--- config.mk ---
export PLATFORM = sky130hd
export DESIGN_NAME = telemetry_frame_deframer_unit
export DESIGN_NICKNAME = d
export VERILOG_FILES = /design/src/hdl/tfd_pkg.sv /design/src/hdl/tfd_core.sv /design/src/hdl/tfd_out_buf.sv /design/src/hdl/telemetry_frame_deframer_unit.sv
export SDC_FILE = /design/constraint.sdc
export NUM_CORES = 1
export LEC_CHECK = 0
export ABC_AREA = 1
export BUFFER_PORTS_ARGS = -buffer_cell sky130_fd_sc_hd__buf_2
export CAP_MARGIN = 20
export CORE_UTILIZATION = 30
export CTS_BUF_LIST = sky130_fd_sc_hd__clkbuf_8
export DETAILED_ROUTE_END_ITERATION = 10
export PLACE_DENSITY_LB_ADDON = 0.2
export SLEW_MARGIN = 5
export SYNTH_ARGS = -nofsm -noshare
export SYNTH_HDL_FRONTEND = slang
export SYNTH_SLANG_ARGS = --single-unit
--- constraint.sdc ---
create_clock -name clk -period 7.45 [get_ports clk]
set_input_delay 1.49 -clock clk [delete_from_list [all_inputs] [get_ports clk]]
set_output_delay 1.49 -clock clk [all_outputs]
set_load 0.005 [all_outputs]
--- src/hdl/tfd_pkg.sv ---
// tfd_pkg: shared constants and types for the telemetry frame deframer.
// No dependencies; imported by tfd_core, tfd_out_buf and the top level.
package tfd_pkg;

    localparam logic [7:0] FLAG_BYTE   = 8'h7E;
    localparam logic [7:0] ESCAPE_BYTE = 8'h7D;
    localparam logic [7:0] ESCAPE_XOR  = 8'h20;
    localparam logic [7:0] MAX_COUNT   = 8'd6;
    localparam logic [7:0] USER_ID_RST = 8'hFD;

    localparam int unsigned DATA_BYTES = 9;
    localparam int unsigned PAY_BYTES  = DATA_BYTES - 1;

    // byte position inside a frame
    localparam logic [3:0] POS_HEADER    = 4'd0;
    localparam logic [3:0] POS_FIRST     = 4'd1;
    localparam logic [3:0] POS_SECOND    = 4'd2;
    localparam logic [3:0] POS_LAST_DATA = 4'd9;
    localparam logic [3:0] POS_TRAILER   = 4'd10;

    typedef struct packed {
        logic [7:0]              frame_id;
        logic [8*PAY_BYTES-1:0]  frame_payload;
    } tfd_result_t;

endpackage

--- src/hdl/tfd_core.sv ---
// tfd_core: sync hunt, unescaping, frame store and frame checks, one byte per cycle while byte_fire is high.
// Depends on tfd_pkg.
module tfd_core
    import tfd_pkg::*;
(
    input  logic        clk,
    input  logic        rst_n,
    input  logic        byte_fire,
    input  logic [7:0]  rx_byte,
    input  logic [7:0]  user_data_id,
    output logic        emit,
    output tfd_result_t result
);

    logic       sync_reg, sync_next;
    logic [3:0] pos_reg, pos_next;
    logic       esc_reg, esc_next;
    logic       dbl_reg, dbl_next;

    logic [7:0] store_reg [DATA_BYTES];

    logic       wr_en;
    logic [3:0] wr_idx;
    logic [7:0] wr_data;
    logic       count_bad;

    assign wr_idx    = pos_reg - 4'd1;
    assign wr_data   = esc_reg ? (rx_byte ^ ESCAPE_XOR) : rx_byte;
    assign count_bad = (store_reg[0] == user_data_id)
                       && ((store_reg[1] == 8'd0) || (store_reg[1] > MAX_COUNT));

    always_comb
    begin
        sync_next = sync_reg;
        pos_next  = pos_reg;
        esc_next  = esc_reg;
        dbl_next  = dbl_reg;
        wr_en     = 1'b0;
        emit      = 1'b0;
        if (byte_fire)
        begin
            if (!sync_reg)
            begin
                if (pos_reg == POS_HEADER)
                begin
                    if (rx_byte == FLAG_BYTE)
                    begin
                        pos_next = POS_FIRST;
                        dbl_next = 1'b0;
                        esc_next = 1'b0;
                    end
                end
                else if (pos_reg == POS_FIRST)
                begin
                    if (esc_reg)
                    begin
                        wr_en     = 1'b1;
                        esc_next  = 1'b0;
                        dbl_next  = 1'b0;
                        pos_next  = POS_SECOND;
                        sync_next = 1'b1;
                    end
                    else if (rx_byte == FLAG_BYTE)
                    begin
                        // third flag in a row restarts the hunt
                        if (dbl_reg)
                        begin
                            pos_next = POS_HEADER;
                            dbl_next = 1'b0;
                        end
                        else
                        begin
                            dbl_next = 1'b1;
                        end
                    end
                    else if (rx_byte == ESCAPE_BYTE)
                    begin
                        esc_next = 1'b1;
                    end
                    else
                    begin
                        wr_en     = 1'b1;
                        dbl_next  = 1'b0;
                        pos_next  = POS_SECOND;
                        sync_next = 1'b1;
                    end
                end
                else
                begin
                    sync_next = 1'b0;
                    pos_next  = POS_HEADER;
                    esc_next  = 1'b0;
                    dbl_next  = 1'b0;
                end
            end
            else if (pos_reg == POS_HEADER)
            begin
                if (rx_byte == FLAG_BYTE)
                begin
                    pos_next = POS_FIRST;
                end
                else
                begin
                    sync_next = 1'b0;
                    esc_next  = 1'b0;
                    dbl_next  = 1'b0;
                end
            end
            else if (pos_reg <= POS_LAST_DATA)
            begin
                if (esc_reg)
                begin
                    wr_en    = 1'b1;
                    esc_next = 1'b0;
                    pos_next = pos_reg + 4'd1;
                end
                else if (rx_byte == ESCAPE_BYTE)
                begin
                    esc_next = 1'b1;
                end
                else
                begin
                    wr_en    = 1'b1;
                    pos_next = pos_reg + 4'd1;
                end
            end
            else if ((pos_reg == POS_TRAILER) && (rx_byte == FLAG_BYTE) && !count_bad)
            begin
                emit     = 1'b1;
                pos_next = POS_HEADER;
                esc_next = 1'b0;
            end
            else
            begin
                sync_next = 1'b0;
                pos_next  = POS_HEADER;
                esc_next  = 1'b0;
                dbl_next  = 1'b0;
            end
        end
    end

    always_ff @(posedge clk or negedge rst_n)
    begin
        if (!rst_n)
        begin
            sync_reg <= 1'b0;
            pos_reg  <= POS_HEADER;
            esc_reg  <= 1'b0;
            dbl_reg  <= 1'b0;
        end
        else
        begin
            sync_reg <= sync_next;
            pos_reg  <= pos_next;
            esc_reg  <= esc_next;
            dbl_reg  <= dbl_next;
        end
    end

    always_ff @(posedge clk)
    begin
        if (wr_en)
        begin
            store_reg[wr_idx] <= wr_data;
        end
    end

    always_comb
    begin
        result.frame_id = store_reg[0];
        for (int i = 0; i < PAY_BYTES; i++)
        begin
            result.frame_payload[8*i +: 8] = store_reg[i+1];
        end
    end

endmodule

--- src/hdl/tfd_out_buf.sv ---
// tfd_out_buf: output register plus skid register for finished frames.
// Depends on tfd_pkg.
module tfd_out_buf
    import tfd_pkg::*;
(
    input  logic        clk,
    input  logic        rst_n,
    input  logic        push,
    input  tfd_result_t push_data,
    output logic        can_push,
    output logic        out_valid,
    input  logic        out_ready,
    output tfd_result_t out_data
);

    logic        out_valid_reg;
    logic        skid_valid_reg;
    tfd_result_t out_reg;
    tfd_result_t skid_reg;
    logic        out_take;
    logic        out_free;

    assign out_take = out_valid_reg && out_ready;
    assign out_free = !out_valid_reg || out_ready;
    assign can_push = !skid_valid_reg;

    always_ff @(posedge clk or negedge rst_n)
    begin
        if (!rst_n)
        begin
            out_valid_reg  <= 1'b0;
            skid_valid_reg <= 1'b0;
        end
        else if (skid_valid_reg)
        begin
            if (out_take)
            begin
                skid_valid_reg <= 1'b0;
            end
        end
        else if (push)
        begin
            if (out_free)
            begin
                out_valid_reg <= 1'b1;
            end
            else
            begin
                skid_valid_reg <= 1'b1;
            end
        end
        else if (out_take)
        begin
            out_valid_reg <= 1'b0;
        end
    end

    always_ff @(posedge clk)
    begin
        if (skid_valid_reg)
        begin
            if (out_take)
            begin
                out_reg <= skid_reg;
            end
        end
        else if (push)
        begin
            if (out_free)
            begin
                out_reg <= push_data;
            end
            else
            begin
                skid_reg <= push_data;
            end
        end
    end

    assign out_valid = out_valid_reg;
    assign out_data  = out_reg;

endmodule

--- src/hdl/telemetry_frame_deframer_unit.sv ---
// telemetry_frame_deframer_unit: top level of the byte-stuffed fixed-frame deframer.
// Depends on tfd_pkg, tfd_core and tfd_out_buf.
//
//  channel | handshake           | payload
//  --------+---------------------+-----------------------------------
//  cfg     | cfg_valid/cfg_ready | cfg_data[7:0]  (user data id)
//  in      | in_valid/in_ready   | rx_byte[7:0]
//  out     | out_valid/out_ready | frame_id[7:0], frame_payload[63:0]
//
// One byte per cycle while in_ready is high; a frame result is registered when its
// trailer byte is accepted, into the output register or, if that is stalled, the skid
// register. Rate is set by the byte state update feeding a two-entry output stage.
// in_ready drops only while both output entries hold frames.
// Reset is asynchronous: hunting, position 0, user data id 0xFD.
module telemetry_frame_deframer_unit
    import tfd_pkg::*;
(
    input  logic        clk,
    input  logic        rst_n,
    input  logic        cfg_valid,
    output logic        cfg_ready,
    input  logic [7:0]  cfg_data,
    input  logic        in_valid,
    output logic        in_ready,
    input  logic [7:0]  rx_byte,
    output logic        out_valid,
    input  logic        out_ready,
    output logic [7:0]  frame_id,
    output logic [63:0] frame_payload
);

    logic [7:0]  user_id_reg;
    logic        byte_fire;
    logic        emit;
    tfd_result_t core_result;
    tfd_result_t out_data;

    assign cfg_ready = 1'b1;
    assign byte_fire = in_valid && in_ready;

    always_ff @(posedge clk or negedge rst_n)
    begin
        if (!rst_n)
        begin
            user_id_reg <= USER_ID_RST;
        end
        else if (cfg_valid && cfg_ready)
        begin
            user_id_reg <= cfg_data;
        end
    end

    tfd_core u_core (
        .clk          (clk),
        .rst_n        (rst_n),
        .byte_fire    (byte_fire),
        .rx_byte      (rx_byte),
        .user_data_id (user_id_reg),
        .emit         (emit),
        .result       (core_result)
    );

    tfd_out_buf u_out_buf (
        .clk       (clk),
        .rst_n     (rst_n),
        .push      (emit),
        .push_data (core_result),
        .can_push  (in_ready),
        .out_valid (out_valid),
        .out_ready (out_ready),
        .out_data  (out_data)
    );

    assign frame_id      = out_data.frame_id;
    assign frame_payload = out_data.frame_payload;

endmodule

==> flow_metrics.tcl <==
set metrics [dict create \
    io_buffers 94 \
    avgSynthCellArea_um2 13.56 \
    insertedDiodeCount 0 \
    ys_ff_latch 233 \
    multiInputGateArea_um2 1684 \
    dp_cells 1111 \
    period_needed_ps 3932 \
    htreeDepth 2 \
    drcViolationCount 0 \
    drive_gt1_frac 0.2289 \
    finalCritPeriodShare 0.5278 \
    ys_seq_area_frac 0.7864 \
    hold_viol_final 0 \
    crit_fanout 43 \
    pwr-share-comb 0.012 \
    register_area_um2 6922 \
    slew_viol_final 0 \
    drtIter0Drc 385 \
    wire_per_inst_um 15.30 \
    setup_tns_ps 0 \
    holdPathEnd "u_out_buf.skid_reg[35]" \
    setup_viol 0 \
    netlist_area_um2 8800 \
    rows 62 \
    synth.area.top_cells "edfxtp_1 (74%), nand2_1 (11%), dfrtp_1 (2.8%), dfstp_2 (2.1%), inv_1 (1.2%)" \
    skew_ps 19.61 \
    cp-end-kind "register" \
    power.switching_w 0.0005124 \
    clk_pin_slew_ps 60 \
    grt_start_max_net_pins 84 \
    p_int_w 0.001977 \
    clk_latency_ps 530 \
    cts_resized 0 \
    synth_xor_area_frac 0.007962 \
    status "complete, no violations" \
    nets 795 \
    wirelength_um 18040 \
    synth_adder_area_share 0.007109 \
    worstMarginPinSlew_ps 958.0 \
    core_um2 28780 \
    via_per_inst 4.209 \
    post_cts_buffers 0 \
    rsz0062_at_grt "no" \
    cts_tree "done" \
    synth-compound-area-share 0.01479 \
    grt_use_total 0.1217 \
    netlist_instances 649 \
    io_pins 96 \
    crit_type "input pin to register" \
    max_freq_mhz 254.3 \
    cp_slowest_stage_delay_ps 730 \
    path_common_cell "nor2_1" \
    holdBufCountCts 0 \
    r2r-end "u_out_buf.skid_reg[46]" \
    synthToLayoutAreaGrowth_pct 18.38 \
    firstDrtPassIters 4 \
    r2r_cells 8 \
    critPathArrivalTime_ps 4090 \
    maxCapViolCount 0 \
    yosys.area.top_type "edfxtp_1" \
    switching_share 0.2058 \
    initial_core_util 0.3058 \
    yosys_warnings 0 \
    grt_pass1_vias 4977 \
    synth-simple-area-share 0.1538 \
    vdd_ir_drop_max_v 0.00008801 \
    synth_top_family_by_area "simple AND/OR/NAND/NOR gates" \
    leakage_nw 4.018 \
    crit_required_ps 7610 \
    timing.max_slew.rel_slack 0.3613 \
    pwr-share-clk 0.415 \
    crit_chain "buf_2 -> nand2_1 -> nor2_1 -> nand2_2 -> nor2_1 -> nand3_1 -> nor2_4 -> buf_4" \
    dieArea_um2 30020 \
    synth_top_cell_area_share 0.7371 \
    numCtsBuffers 40 \
    whs_path_depth 0 \
    r2r_start "u_out_buf.skid_valid_reg" \
    synth.net_count 675 \
    clk_path_buf_depth 3 \
    grt_pass1_wl_um 28170 \
    antenna_left 0 \
    pwr-share-seq 0.573 \
    grt_antenna_before_repair 0 \
    overflow 0 \
    die_y_um 173.3 \
    die_w_um 173.3 \
    final.fill_count 2799 \
    synth_mux_area_frac 0.005119 \
    critPathLaunchType "input pin" \
    power_density_nw_per_um2 239.0 \
    instances_no_fill 1179 \
    dp_hpwl_um 11300 \
    vias 4963 \
    hp-start "u_core.store_reg[5][3]" \
    yosys.cell_types.count 35 \
    clock-sinks 233 \
    place_congestion 0.8093 \
    clock-root-buffer "clkbuf_8" \
    slowest_stage "nor2_4" \
    hp-class "register to register" \
    regToRegSetupSlack_ps 3670 \
]
[logic make-up after synthesis]
kind of cell | after synthesis
compound gates | 23
xor+xnor | 8
fa+ha+maj | 5
buf+inv | 51
flops | 233
mux | 4
other cells | 1
simple gates | 324
[worst max path at each step]
stage	endpoint	startpoint	slack [ps]
detailed placement	u_out_buf.skid_reg[47]	rx_byte[2]	2920
CTS	u_out_buf.skid_reg[52]	u_out_buf.skid_valid_reg	3460
global route	u_out_buf.skid_reg[53]	u_out_buf.skid_valid_reg	3310
floorplan	u_out_buf.out_data[0]	rx_byte[0]	1290
finish	u_out_buf.skid_reg[46]	rx_byte[2]	3520
global placement	u_out_buf.skid_reg[51]	rx_byte[2]	2990
[placed cells by master, fill, tap and decap left out, types with 4 or more instances in the layout]
cell      synthesis  final
ha_1              5      5
clkinv_1          0      7
dfstp_2           7      7
nand2_2           5      5
nand4_1           7      7
nand3_1          15     15
xor2_1            4      4
inv_1            28     39
nor2_1           26     25
dfrtp_1          10      9
clkinv_2          0      4
mux2_2            4      4
o21ai_0          16     16
buf_2             1     94
nor2_4            3      4
edfxtp_1        216    216
clkbuf_8          0     41
xnor2_1           4      4
buf_4             1      5
nand2_1         259    259
[cell usage after synthesis]
cell        n
a21boi_1    1
xnor2_1     4
nor2_8      1
a21oi_1     2
clkbuf_1   13
o22ai_1     1
nor3_4      1
ha_1        5
nand2_1   259
dfrtp_1    10
o21ai_0    16
xor2_1      4
buf_4       1
edfxtp_1  216
mux2_2      4
nand3_1    15
inv_1      28
nor3_1      1
nand3_2     2
nor3_2      1
a21oi_4     1
nand2_2     5
nor2_1     26
nor2_2      1
nand2_4     2
inv_2       1
buf_6       2
dfstp_2     7
nor2_4      3
inv_4       1
conb_1      1
o21ai_1     2
buf_2       1
nand4_1     7
buf_1       4
[per-stage QoR]
stage / hold slack [ps] / total power, W / utilization / setup WS [ps] / instance area (µm²)
4_1_cts: 442.6 / 0.002529 / 0.3620 / 3458 / 10420
5_1_grt: 452.8 / 0.002586 / 0.3620 / 3312 / 10420
3_5_place_dp: 433.3 / 0.001483 / 0.3374 / 2925 / 9709
6_report: 436.0 / 0.002489 / 0.3620 / 3518 / 10420
3_3_place_gp: 431.0 / 0.001482 / 0.3374 / 2988 / 9709
2_1_floorplan: 426.4 / 0.001463 / - / 1292 / 8800
[critical path: cells and delay by family]
| kind | cells | cell delay, ps |
|---|---|---|
| buffers and inverters | 2 | 850 |
| AND/OR/NAND/NOR | 6 | 1700 |
[layer usage]
metal / share of wire / track usage / routed length [µm] / vias up
met5: 0 / 0 / 0 / -
met4: 0.024 / 0.04462 / 433 / 0
met2: 0.47 / 0.1929 / 8398 / 122
met1: 0.46 / 0.1617 / 8296 / 2357
li1: - / - / - / 2449
met3: 0.051 / 0.03004 / 914 / 35
[area by class of cell]
type | instances | area share
Clock buffer | 41 | 0.05417
Clock inverter | 27 | 0.01381
Inverter | 30 | 0.01105
Multi-Input combinational cell | 365 | 0.1617
Sequential cell | 233 | 0.6644
Tap cell | 384 | 0.04612
Timing Repair Buffer | 99 | 0.04876
[power by group through the flow]
stage          clock [W]  sequential (W)  combinational [W]
2_1_floorplan          0         0.00145          0.0000121
3_3_place_gp           0         0.00145          0.0000302
3_5_place_dp           0         0.00145          0.0000308
4_1_cts          0.00107         0.00143          0.0000311
5_1_grt          0.00113         0.00143          0.0000341
6_report         0.00103         0.00143          0.0000298
Note: power is estimated with default switching activity, not from simulation.
